**config.mk**
```make
export PLATFORM = sky130hd
export DESIGN_NAME = rfp_to_triangular_unpack_unit
export DESIGN_NICKNAME = d
export VERILOG_FILES = /design/src/hdl/rfptu_pkg.sv /design/src/hdl/rfptu_locate.sv /design/src/hdl/rfp_to_triangular_unpack_unit.sv
export SDC_FILE = /design/constraint.sdc
export NUM_CORES = 1
export LEC_CHECK = 0
export BUFFER_PORTS_ARGS = -buffer_cell sky130_fd_sc_hd__buf_2
export CAP_MARGIN = 5
export CORE_MARGIN = 4
export CORE_UTILIZATION = 42
export DETAILED_ROUTE_END_ITERATION = 8
export MAX_ROUTING_LAYER = met4
export SYNTH_ARGS = -nofsm -noshare
export SYNTH_HDL_FRONTEND = slang
export SYNTH_HIERARCHICAL = 1
export SYNTH_SLANG_ARGS = --single-unit
```
**constraint.sdc**
```tcl
create_clock -name clk -period 22.3 [get_ports clk]
set_clock_uncertainty 0.1 [all_clocks]
set_input_delay 2.23 -clock clk [delete_from_list [all_inputs] [get_ports clk]]
set_output_delay 2.23 -clock clk [all_outputs]
set_load 0.005 [all_outputs]
```
**src/hdl/rfptu_pkg.sv**
```systemverilog
// ----------------------------------------------------------------------------
// rfptu_pkg
// Shared types and constants for the packed-to-triangular unpack unit.
// ----------------------------------------------------------------------------
`timescale 1ns / 1ps
`default_nettype none
package rfptu_pkg;
	localparam int MAX_N = 256;
	localparam int NW = 9;
	localparam int IW = 16;

	localparam logic [1:0] ST_OK = 2'd0;
	localparam logic [1:0] ST_LDA = 2'd1;
	localparam logic [1:0] ST_RANGE = 2'd2;

	localparam logic [1:0] REG_CONJ = 2'd0;
	localparam logic [1:0] REG_LOWER = 2'd1;
	localparam logic [1:0] REG_SIZE = 2'd2;
	localparam logic [1:0] REG_LDA = 2'd3;

	// Output word: fields from the highest bit down.
	typedef struct packed {
		logic [1:0]  status;
		logic        is_last;
		logic [63:0] out_im;
		logic [63:0] out_re;
		logic [7:0]  dest_col;
		logic [7:0]  dest_row;
		logic [15:0] dest_addr;
	} res_t;

	// Configuration values seen by the mapping logic.
	typedef struct packed {
		logic          conj;
		logic          lower;
		logic [NW-1:0] size_n;
		logic [NW-1:0] lead_dim;
	} cfg_t;
endpackage
`default_nettype wire

```
**src/hdl/rfptu_locate.sv**
```systemverilog
// ----------------------------------------------------------------------------
// rfptu_locate
// Maps a packed rectangle position to its destination row, column and flip.
// ----------------------------------------------------------------------------
`timescale 1ns / 1ps
`default_nettype none
module rfptu_locate (
	input  wire logic [8:0] n,
	input  wire logic [2:0] seg,
	input  wire logic [8:0] r,
	input  wire logic [8:0] c,
	output logic [9:0]      row,
	output logic [9:0]      col,
	output logic            flip
);
	logic [9:0] h, g, rr, cc, j;

	always_comb begin
		h = {2'b0, n[8:1]};
		g = {1'b0, n} - h;
		rr = {1'b0, r};
		cc = {1'b0, c};
		j = '0;
		row = '0;
		col = '0;
		flip = 1'b0;
		case (seg)
			3'b101: begin
				if (rr < cc) begin row = h + cc; col = g + rr; flip = 1'b1; end
				else begin row = rr; col = cc; end
			end
			3'b001, 3'b000: begin
				j = h + cc;
				if (rr <= j) begin row = rr; col = j; end
				else begin row = cc; col = rr - h - 10'd1; flip = 1'b1; end
			end
			3'b111: begin
				if (cc < h && rr > cc) begin row = g + rr - 10'd1; col = g + cc; end
				else begin row = cc; col = rr; flip = 1'b1; end
			end
			3'b011: begin
				if (cc <= h) begin row = cc; col = h + rr; flip = 1'b1; end
				else begin
					j = cc - g;
					if (rr <= j) begin row = rr; col = j; end
					else begin row = g + j; col = g + rr - 10'd1; flip = 1'b1; end
				end
			end
			3'b100: begin
				if (rr <= cc) begin row = h + cc; col = h + rr; flip = 1'b1; end
				else begin row = rr - 10'd1; col = cc; end
			end
			3'b110: begin
				if (cc == 10'd0) begin row = h + rr; col = h; end
				else begin
					j = cc - 10'd1;
					if (rr <= j) begin row = j; col = rr; flip = 1'b1; end
					else begin row = h + rr; col = h + cc; end
				end
			end
			default: begin
				if (cc <= h) begin row = cc; col = h + rr; flip = 1'b1; end
				else begin
					j = cc - h - 10'd1;
					if (rr <= j) begin row = rr; col = j; end
					else begin row = h + 10'd1 + j; col = h + rr; flip = 1'b1; end
				end
			end
		endcase
	end
endmodule
`default_nettype wire

```
**src/hdl/rfp_to_triangular_unpack_unit.sv**
```systemverilog
// ----------------------------------------------------------------------------
// rfp_to_triangular_unpack_unit
// Unpacks a Hermitian matrix streamed in RFP order into triangular addresses.
// ----------------------------------------------------------------------------
// Channel   Direction  tdata fields (low bit up)                   tuser/tlast
// s_axis    in         elem_re[63:0], elem_im[63:0]                  -
// m_axis    out        dest_addr, dest_row, dest_col, out_re, out_im tlast=is_last, tuser=status
// cfg       in         wr_en, wr_index[1:0], wr_data[8:0]             -
//
// One word is accepted per cycle while the output is not stalled. The walk
// counters and the input register form stage 1; the mapping and the address
// multiply feed the result register of stage 2, so a word passes the input
// register and then the result register before it is offered on the output.
// A stalled output holds stage 2, and stage 1 waits behind it.
// Reset clears all control state and loads the register reset values.
`timescale 1ns / 1ps
`default_nettype none
module rfp_to_triangular_unpack_unit (
	input  wire logic         clk,
	input  wire logic         arst_n,
	input  wire logic         s_axis_tvalid,
	output logic              s_axis_tready,
	input  wire logic [127:0] s_axis_tdata,   // elem_re, elem_im
	output logic              m_axis_tvalid,
	input  wire logic         m_axis_tready,
	output logic [167:0]      m_axis_tdata,   // dest_addr, dest_row, dest_col, out_re, out_im
	output logic              m_axis_tlast,   // is_last
	output logic [1:0]        m_axis_tuser,   // status
	input  wire logic         wr_en,
	input  wire logic [1:0]   wr_index,
	input  wire logic [8:0]   wr_data
);
	rfptu_pkg::cfg_t cfg_q;
	logic [15:0] pidx_q;
	logic [8:0]  outer_q, inner_q;
	logic [2:0]  seg_q;

	// Stage 1: captured word with its position.
	logic        v_s1;
	logic [63:0] re_s1, im_s1;
	logic [8:0]  r_s1, c_s1;
	logic [1:0]  st_s1;
	logic        last_s1;
	// Stage 2: result.
	logic        v_s2;
	rfptu_pkg::res_t res_s2;

	logic adv_s2, adv_s1, take;
	logic [8:0] need, ldr;
	logic [16:0] nt;
	logic [1:0] st_now;
	logic last_now;
	logic [9:0] row, col;
	logic flip;
	logic [8:0] seg_next_n;

	assign adv_s2 = !v_s2 || m_axis_tready;
	assign adv_s1 = !v_s1 || adv_s2;
	assign s_axis_tready = adv_s1;
	assign take = s_axis_tvalid && s_axis_tready;

	always_comb begin
		need = (cfg_q.size_n > 9'd1) ? cfg_q.size_n : 9'd1;
		nt = 17'(({8'b0, cfg_q.size_n} * ({8'b0, cfg_q.size_n} + 17'd1)) >> 1);
		ldr = cfg_q.conj ? 9'((10'(cfg_q.size_n) + 10'd1) >> 1)
			: (cfg_q.size_n[0] ? cfg_q.size_n : cfg_q.size_n + 9'd1);
		last_now = 1'b0;
		if (cfg_q.lead_dim < need) st_now = rfptu_pkg::ST_LDA;
		else if (cfg_q.size_n == 9'd0 || 32'(cfg_q.size_n) > rfptu_pkg::MAX_N)
			st_now = rfptu_pkg::ST_RANGE;
		else if ({1'b0, pidx_q} >= nt) st_now = rfptu_pkg::ST_RANGE;
		else begin
			st_now = rfptu_pkg::ST_OK;
			last_now = ({1'b0, pidx_q} == nt - 17'd1);
		end
	end

	assign seg_next_n = 9'd0;

	always_ff @(posedge clk or negedge arst_n) begin
		if (!arst_n) begin
			cfg_q <= '{conj: 1'b0, lower: 1'b1, size_n: 9'd0, lead_dim: 9'd1};
			pidx_q <= '0; outer_q <= '0; inner_q <= '0; seg_q <= 3'b100;
		end else if (wr_en) begin
			unique case (wr_index)
				rfptu_pkg::REG_CONJ: begin
					cfg_q.conj <= wr_data[0]; seg_q[1] <= wr_data[0];
				end
				rfptu_pkg::REG_LOWER: begin
					cfg_q.lower <= wr_data[0]; seg_q[2] <= wr_data[0];
				end
				rfptu_pkg::REG_SIZE: begin
					cfg_q.size_n <= wr_data; seg_q[0] <= wr_data[0];
				end
				default: cfg_q.lead_dim <= wr_data;
			endcase
			pidx_q <= '0; outer_q <= seg_next_n; inner_q <= '0;
		end else if (take) begin
			if (st_now == rfptu_pkg::ST_RANGE && cfg_q.lead_dim >= need
				&& cfg_q.size_n != 9'd0 && 32'(cfg_q.size_n) <= rfptu_pkg::MAX_N) begin
				pidx_q <= '0; outer_q <= '0; inner_q <= '0;
			end else if (st_now == rfptu_pkg::ST_OK) begin
				if (last_now) begin
					pidx_q <= '0; outer_q <= '0; inner_q <= '0;
				end else begin
					pidx_q <= pidx_q + 16'd1;
					if (inner_q + 9'd1 < ldr) inner_q <= inner_q + 9'd1;
					else begin inner_q <= '0; outer_q <= outer_q + 9'd1; end
				end
			end
		end
	end

	always_ff @(posedge clk or negedge arst_n) begin
		if (!arst_n) begin
			v_s1 <= 1'b0; v_s2 <= 1'b0;
		end else begin
			if (adv_s1) v_s1 <= take;
			if (adv_s2) v_s2 <= v_s1;
		end
	end

	always_ff @(posedge clk) begin
		if (take) begin
			re_s1 <= s_axis_tdata[63:0];
			im_s1 <= s_axis_tdata[127:64];
			r_s1 <= inner_q; c_s1 <= outer_q;
			st_s1 <= st_now; last_s1 <= last_now;
		end
	end

	// User keeps configuration stable while words are in flight, unchecked; stage 1 reads it.
	rfptu_locate u_loc (
		.n(cfg_q.size_n), .seg(seg_q), .r(r_s1), .c(c_s1),
		.row(row), .col(col), .flip(flip)
	);

	always_ff @(posedge clk) begin
		if (adv_s2 && v_s1) begin
			if (st_s1 == rfptu_pkg::ST_OK) begin
				res_s2.dest_addr <= 16'({8'b0, row} + 18'(col) * 18'(cfg_q.lead_dim));
				res_s2.dest_row <= row[7:0];
				res_s2.dest_col <= col[7:0];
				res_s2.out_re <= re_s1;
				res_s2.out_im <= {im_s1[63] ^ flip, im_s1[62:0]};
				res_s2.is_last <= last_s1;
			end else begin
				res_s2.dest_addr <= '0; res_s2.dest_row <= '0; res_s2.dest_col <= '0;
				res_s2.out_re <= '0; res_s2.out_im <= '0; res_s2.is_last <= 1'b0;
			end
			res_s2.status <= st_s1;
		end
	end

	assign m_axis_tvalid = v_s2;
	assign m_axis_tdata = {8'b0, res_s2.out_im, res_s2.out_re, res_s2.dest_col,
		res_s2.dest_row, res_s2.dest_addr};
	assign m_axis_tlast = res_s2.is_last;
	assign m_axis_tuser = res_s2.status;
endmodule
`default_nettype wire

```
==> results of run 1 <==
## worst max-delay path, delay by kind of cell, from the launching register on
family / cells / cell delay [ns]
buffers and inverters: 5 / 0.45
flip-flops: 1 / 0.81
adder cells (fa/ha/maj): 9 / 3.77
AO/OA/AOI/OAI: 18 / 4.12
AND/OR/NAND/NOR: 4 / 0.67
XOR/XNOR: 3 / 1.04
## worst paths after layout
kind	start	to	cells past startpoint
max	cfg_q[12]	m_axis_tdata[15]	39
min	inner_q[8]	r_s1[8]	0
max reg2reg	cfg_q[12]	m_axis_tdata[15]	39
min reg2reg	inner_q[8]	r_s1[8]	0
max in group asynchronous	arst_n	cfg_q[1]	2
min in group asynchronous	arst_n	pidx_q[7]	2
## synth_stat cells (26+ instances only)
master                     instances
sky130_fd_sc_hd__a21o_1           30
sky130_fd_sc_hd__inv_1           241
sky130_fd_sc_hd__o211ai_1         26
sky130_fd_sc_hd__clkbuf_1         93
sky130_fd_sc_hd__edfxtp_1        312
sky130_fd_sc_hd__mux2i_1          30
sky130_fd_sc_hd__nand3_1          45
sky130_fd_sc_hd__xor2_1           45
sky130_fd_sc_hd__fa_1            127
sky130_fd_sc_hd__dfrtp_1          54
sky130_fd_sc_hd__nand2_1         192
sky130_fd_sc_hd__o21ai_0         113
sky130_fd_sc_hd__and2_1          194
sky130_fd_sc_hd__ha_1            256
sky130_fd_sc_hd__nor2b_1          37
sky130_fd_sc_hd__mux2_2           26
sky130_fd_sc_hd__xnor2_1          92
sky130_fd_sc_hd__nor3_1           42
sky130_fd_sc_hd__a21oi_1         119
sky130_fd_sc_hd__nor2_1          198
sky130_fd_sc_hd__nand2b_1         76
## cells by family after synthesis
group | count (synthesis) | synth area share
simple gates | 896 | 0.165
compound gates | 521 | 0.125
fa+ha+maj | 383 | 0.206
buf+inv | 371 | 0.0529
flops | 368 | 0.386
xor+xnor | 138 | 0.0438
mux | 56 | 0.0213
other cells | 1 | 0.000134
## state kept, by name, summed over array words and instances, names as in the netlist, 2 cells and up
name and cells:
c_s1 9, m_axis_tdata 160, re_s1 64, pidx_q 16
outer_q 9, seg_q 2, im_s1 64, st_s1 2
r_s1 9, cfg_q 18, m_axis_tuser 2, inner_q 9
## layout make-up
cell class,count,share of cell area
Multi-Input combinational cell,2002,0.495
Tap cell,864,0.0341
Inverter,247,0.0294
Antenna cell,5,0.000394
Clock inverter,27,0.00946
Sequential cell,368,0.339
Timing Repair Buffer,348,0.0580
Clock buffer,49,0.0346
## per-stage QoR
step / hold slack (ns) / utilization / setup slack, ns / instance area, um^2 / cells
global route: 0.423 / 0.482 / 10.56 / 31700 / 3909
CTS: 0.408 / 0.482 / 11.22 / 31700 / 3905
detailed placement: 0.388 / 0.460 / 11.23 / 30300 / 3829
finish: 0.410 / 0.482 / 11.08 / 31700 / 3910
global placement: 0.368 / 0.460 / 11.54 / 30300 / 3829
floorplan: 0.342 / - / 12.64 / 27900 / 2741
## cell usage in the layout (no fill, tap or decap), types with 19 or more instances in the layout
cell type | netlist | layout
sky130_fd_sc_hd__inv_1 | 241 | 240
sky130_fd_sc_hd__ha_1 | 256 | 256
sky130_fd_sc_hd__nand2_1 | 192 | 192
sky130_fd_sc_hd__o21ai_0 | 113 | 113
sky130_fd_sc_hd__buf_4 | 12 | 40
sky130_fd_sc_hd__mux2_2 | 26 | 26
sky130_fd_sc_hd__o211ai_1 | 26 | 26
sky130_fd_sc_hd__and3_1 | 20 | 20
sky130_fd_sc_hd__nor3_1 | 42 | 42
sky130_fd_sc_hd__dfrtp_1 | 54 | 54
sky130_fd_sc_hd__mux2i_1 | 30 | 30
sky130_fd_sc_hd__buf_2 | 17 | 308
sky130_fd_sc_hd__nand3_1 | 45 | 45
sky130_fd_sc_hd__a21o_1 | 30 | 30
sky130_fd_sc_hd__fa_1 | 127 | 127
sky130_fd_sc_hd__a211oi_1 | 22 | 22
sky130_fd_sc_hd__xor2_1 | 45 | 45
sky130_fd_sc_hd__nor2_1 | 198 | 197
sky130_fd_sc_hd__nor2b_1 | 37 | 37
sky130_fd_sc_hd__and2_1 | 194 | 193
sky130_fd_sc_hd__edfxtp_1 | 312 | 312
sky130_fd_sc_hd__clkbuf_16 | 0 | 43
sky130_fd_sc_hd__o21a_1 | 19 | 19
sky130_fd_sc_hd__xnor2_1 | 92 | 92
sky130_fd_sc_hd__nand4_1 | 22 | 22
sky130_fd_sc_hd__a21oi_1 | 119 | 119
sky130_fd_sc_hd__nand2b_1 | 76 | 76
## routing by layer
layer | share of wire | vias to the layer above | track usage
met5 | 0 | - | -
met4 | 0.031 | 0 | 0.0689
met3 | 0.088 | 189 | 0.0509
met2 | 0.45 | 984 | 0.408
met1 | 0.43 | 10900 | 0.349
li1 | - | 10100 | -
==> results.md, run 1 <==
- The slowest stage of the critical path belongs to the cell sky130_fd_sc_hd__a32oi_1.
- The total of flip-flops plus latches after synthesis is 368.
- The final antenna-violating net count is 0.
- Summing every instance area after synthesis gives 27,900 um^2.
- The overall track demand over capacity in global routing is 0.260.
- The number of antenna violations at the first check in global routing is 6.
- The net count of the finished layout is 3,537.
- The worst setup path is of the flip-flop to flip-flop kind.
- The quantity of I/O buffers inserted on ports is 308.
- The first global-routing pass estimated 137 mm of wire.
- At the end of routability-driven placement, the weighted congestion stood at 1.04.
- The maximum fanout along the worst path is 30.
- In this run, distinct cell masters in the synthesized netlist total 92.
- The largest net degree at the start of global routing is 83.
- Clock tree synthesis selected as its root buffer the cell sky130_fd_sc_hd__clkbuf_16.
- The tightest min-delay check is of the flip-flop to flip-flop type.
- The remaining global-route overflow is 0.
- The element type at the critical path end is a flip-flop.
- The worst path in the final design needs a cycle of 11.22 ns, including I/O delays and setup.
- The max-slew violation count is 0.
- Buffers inserted to repair hold after CTS numbered 0.
- The area occupied by multi-input gates is 15,700 um^2.
- The core footprint is 65,900 um^2.
- The number of clock buffers added by TritonCTS is 43.
- Derived from the worst setup path, the maximum achievable clock frequency is 0.0892 GHz.
- The flow ran to the end, and the final reports show no timing, DRC or antenna violations.
- The die is 266 um tall.
- The proportion of register bits with asynchronous set or reset after synthesis is 0.152.
- The initialized floorplan defines 94 standard-cell rows.
- The starting utilization of the core area is 0.424.
- The first-pass detailed-route iteration total is 6.
- The maximum count of clock buffers along a single path is 3.
- The via total after detailed routing is 22,200.
- For the worst-skew pair, the clock arrives at the later sink with an insertion delay of 0.58 ns.
- Setup violations remaining at the end of the flow were counted as 0.
- The critical path launch point type is a flip-flop.
- The critical path's largest stage delay is 0.84 ns.
- For this run, design rule violations remaining after detail routing come to 0.
- Dividing the detail-routed wire length by the instance count gives 23.6 um.
- After synthesis, the cell types taking the most area are sky130_fd_sc_hd__edfxtp_1 34%, sky130_fd_sc_hd__ha_1 11%, sky130_fd_sc_hd__fa_1 9.1%, sky130_fd_sc_hd__dfrtp_1 4.8%, sky130_fd_sc_hd__and2_1 4.3%.
- The floorplan die width is 266 um.
- The count of maximum capacitance violations is 0.
- The required time at the endpoint of the critical path is 22.51 ns.
- The die footprint is 70,600 um^2.
- The setup check on the worst reg-to-reg path leaves a slack of 11.08 ns.
- The via count normalized by instance count is 5.68.
- The post-synthesis cell count is 2,734.
- The worst slew slack as a fraction of its limit is 0.164.
- The number of sinks handled by clock tree synthesis is 368.
- Clock-pin slew was measured on the worst setup and hold paths at 0.06 ns.
- Of the post-synthesis cell area, the dominant cell type holds 0.336.
- The share of the yosys chip area belonging to registers is 0.386.
- The number of design-rule violations left by the first detailed-router iteration is 1,929.
- Data on the critical path arrives at its endpoint at 11.43 ns.
- Among all flip-flop cells after synthesis, the most frequent one is sky130_fd_sc_hd__edfxtp_1.
- In this run the number of H-tree levels came out at 2.
- Setup repair after global routing left no endpoint under its margin.
- The post-CTS setup-driven buffer insertion count is 0.
- The final number of hold-violating endpoints came to 0.
- Registers take 10,800 um^2.
- The fraction of layout cells with a size suffix above 1 is 0.160.
- Counting flops with a built-in enable in the synthesized netlist gives 312.
- The average footprint of a synthesized cell is 10.2 um^2.
- For this run, the number of Yosys warnings is 6.
- The number of global-route vias before repair is 21,900.
- The final critical-path share of the clock period is 0.503.
- The synthesized design spends more area on one cell type than any other, namely sky130_fd_sc_hd__edfxtp_1.
- The clock tree from TritonCTS is done.
- The final wirelength is 92.1 mm.
- The layout overhead on the synthesized area is 13.7%.
- The number of top-level design ports is 317.
- Summed over all failing endpoints, the final setup total negative slack is 0 ns.
- The filler cells instantiated in the layout total 6,134.
- For the pin with the worst max-slew slack, the measured transition is 1.24 ns.
- The detailed placer's ending HPWL is 70.6 mm.
- The count of cells resized by post-cts repair is 0.
Power of run 1 is left out: the tool's default activity adds up to more than one toggle a clock period on the data nets, which glitch-free logic cannot reach.
==> inputs of run 2 (changes only) <==
- clock period: 22.3 -> 11 ns (I/O delays scaled with it)
==> run 2 against run 1 <==
Routed wire length rose by 1.1%. Sequential share of layout area fell by 0.31 points. Die area did not move. Setup slack got worse by 10 ns. Utilization rose by 0.44 points. Maximum frequency rose by 8.1%. Highest routed layer unchanged. Critical path type unchanged. Largest cell class unchanged.
==> results.md, run 2 (synthesized netlist as in run 1, its figures left out) <==
- The DRC violation count after routing is 0 (unchanged).
- The clock slew at the register clock pins of the worst setup and hold paths is 0.06 ns (about the same).
- The remaining global-route overflow came to 0 (unchanged).
- The detailed placer's ending HPWL is 72.5 mm (was 70.6 mm).
- The worst slew slack as a fraction of its limit is 0.175 (was 0.164).
- The layout overhead on the synthesized area is 14.8% (was 13.7%).
- The critical path's largest stage delay is 0.69 ns (was 0.84 ns).
- The clock buffer count from CTS was 40 (was 43).
- The maximum count of clock buffers along a single path came to 3 (unchanged).
- The number of antenna violations at the first check in global routing is 4 (was 6).
- The maximum fanout along the worst path is 15 (was 30).
- The most common cell after layout, fill and taps aside is sky130_fd_sc_hd__edfxtp_1 (unchanged).
- The floorplan die width is 266 um (unchanged).
- The arrival time of the worst setup path is 10.58 ns (was 11.43 ns).
- The classification of the worst setup path is flip-flop to flip-flop (unchanged).
- The number of flip-flops in the largest register is 160 (unchanged).
- Status: finished clean (unchanged).
- The hold buffer count at CTS was 0 (unchanged).
- The final setup violation count is 0 (unchanged).
- The clock root buffer is sky130_fd_sc_hd__clkbuf_16 (unchanged).
- The sum of negative setup slack is 0 ns (unchanged).
- The average detailed-routed wire length per instance came to 23.6 um (about the same).
- The global-route wire length before repair came to 139 mm (was 137 mm).
- The highest-delay cell along the critical path is sky130_fd_sc_hd__or4b_1 (was sky130_fd_sc_hd__a32oi_1).
- The final antenna-violating net count was 0 (unchanged).
- The largest net degree at the start of global routing is 111 (was 83).
- The final number of hold-violating endpoints came to 0 (unchanged).
- The filler cell count in the final layout is 6,137 (was 6,134).
- The overall track demand over capacity in global routing is 0.265 (was 0.260).
- The final wirelength is 93.2 mm (was 92.1 mm).
- The number of top-level design ports is 317 (unchanged).
- The via total after detailed routing is 22,300 (was 22,200).
- The number of design-rule violations left by the first detailed-router iteration is 1,982 (was 1,929).
- The fraction of layout cells with a size suffix above 1 is 0.169 (was 0.160).
- Setup repair after global routing missed its margin: false (unchanged).
- The worst-margin pin slew is 1.22 ns (was 1.24 ns).
- The starting utilization of the core area came to 0.424 (unchanged).
- The quantity of I/O buffers inserted on ports was 308 (unchanged).
- Commonest cells after routing, fill and taps aside: 312 x sky130_fd_sc_hd__edfxtp_1, 308 x sky130_fd_sc_hd__buf_2, 256 x sky130_fd_sc_hd__ha_1, 240 x sky130_fd_sc_hd__inv_1, 196 x sky130_fd_sc_hd__nor2_1 (was 312 x sky130_fd_sc_hd__edfxtp_1, 308 x sky130_fd_sc_hd__buf_2, 256 x sky130_fd_sc_hd__ha_1, 240 x sky130_fd_sc_hd__inv_1, 197 x sky130_fd_sc_hd__nor2_1).
- The floorplan row count is 94 (unchanged).
- The required time at the endpoint of the critical path came to 11.21 ns (was 22.51 ns).
- The number of global-route vias before repair was 22,200 (was 21,900).
- The final critical-path share of the clock period is 0.943 (was 0.503).
- The type of the most critical hold path is flip-flop to flip-flop (unchanged).
- The peak clock frequency supported by timing is 0.0964 GHz (was 0.0892 GHz).
- The via count normalized by instance count is 5.64 (was 5.68).
- The number of sinks handled by clock tree synthesis is 368 (unchanged).
- The first-pass detailed-route iteration total came to 5 (was 6).
- The global placement routability congestion is 1.03 (was 1.04).
- The worst reg2reg path startpoint is cfg_q[10] (was cfg_q[12]).
- The source-to-sink clock delay at the later pin of the worst-skew pair came to 0.56 ns (was 0.58 ns).
- The count of maximum capacitance violations is 0 (unchanged).
- The core footprint is 65,900 um^2 (unchanged).
- The launch instance of the worst min-delay path was v_s1 (was inner_q[8]).
- The post-route minimum period is 10.37 ns (was 11.22 ns).
- The die footprint is 70,600 um^2 (unchanged).
- The number of levels the H-tree was split into was 2 (unchanged).
- The critical path launch point type is a flip-flop (unchanged).
- The element type at the critical path end was a flip-flop (unchanged).
- The number of nets in the layout is 3,577 (was 3,537).
- The clock tree from TritonCTS is done (unchanged).
- The max-slew violation count came to 0 (unchanged).
- The cell repeated most along the worst path is sky130_fd_sc_hd__fa_1.
- The launch point of the worst path is cfg_q[10] (was cfg_q[12]).
- The die outline height is 266 um (unchanged).
-- run 2: cell type report --
| class | instances | area [um^2] | area share |
|---|---|---|---|
| antenna | 3 | 7.51 | 0.000234 |
| clock buffer | 50 | 1040 | 0.0324 |
| clock inverter | 24 | 323 | 0.0101 |
| inverter | 247 | 932 | 0.0291 |
| multi-input combinational | 2003 | 15700 | 0.491 |
| sequential | 368 | 10800 | 0.336 |
| tap | 864 | 1080 | 0.0338 |
| timing repair buffer | 390 | 2160 | 0.0673 |
-- run 2: through the flow --
step	util	std cells	worst slack [ns]	hold WS (ns)	cell area, um^2
3_5_place_dp	0.465	3868	0.326	0.380	30600
3_3_place_gp	0.465	3868	0.578	0.366	30600
5_1_grt	0.486	3949	0.0945	0.407	32000
2_1_floorplan	-	2741	1.34	0.342	27900
6_report	0.486	3949	0.627	0.392	32000
4_1_cts	0.486	3942	0.278	0.392	32000
-- run 2: worst paths after layout --
check | depth (start not counted) | endpoint | slack [ns]
min | 1 | m_axis_tvalid | 0.39
max in group asynchronous | 2 | cfg_q[10] | 9.65
max | 35 | m_axis_tdata[15] | 0.63
min in group asynchronous | 2 | pidx_q[6] | 0.58
max reg2reg | 35 | m_axis_tdata[15] | 0.63
min reg2reg | 1 | m_axis_tvalid | 0.39
-- run 2: critical path: cells and delay by family (launching register included) --
family	cells	cell delay (ns)
AOI/OAI and AO/OA	13	2.52
xor gates and xnor gates	3	0.64
adders and majority gates	10	4.10
buffers and inverters	2	0.15
DFF	1	0.50
and+or+nand+nor	7	2.09
-- run 2: repair_timing --
| item | 4_1_cts | 5_1_grt |
|---|---|---|
| gates resized for setup | 0 | 3 |
| setup buffers | 0 | 3 |
| endpoints found under the setup margin | 0 | 6 |
-- run 2: metal layers --
metal	vias up	track usage	wire, um
li1	10200	-	-
met1	11000	0.359	40500
met5	-	-	0
met3	164	0.0468	7270
met2	911	0.413	42600
met4	0	0.0703	2830
Power of run 2 is left out for the same reason.
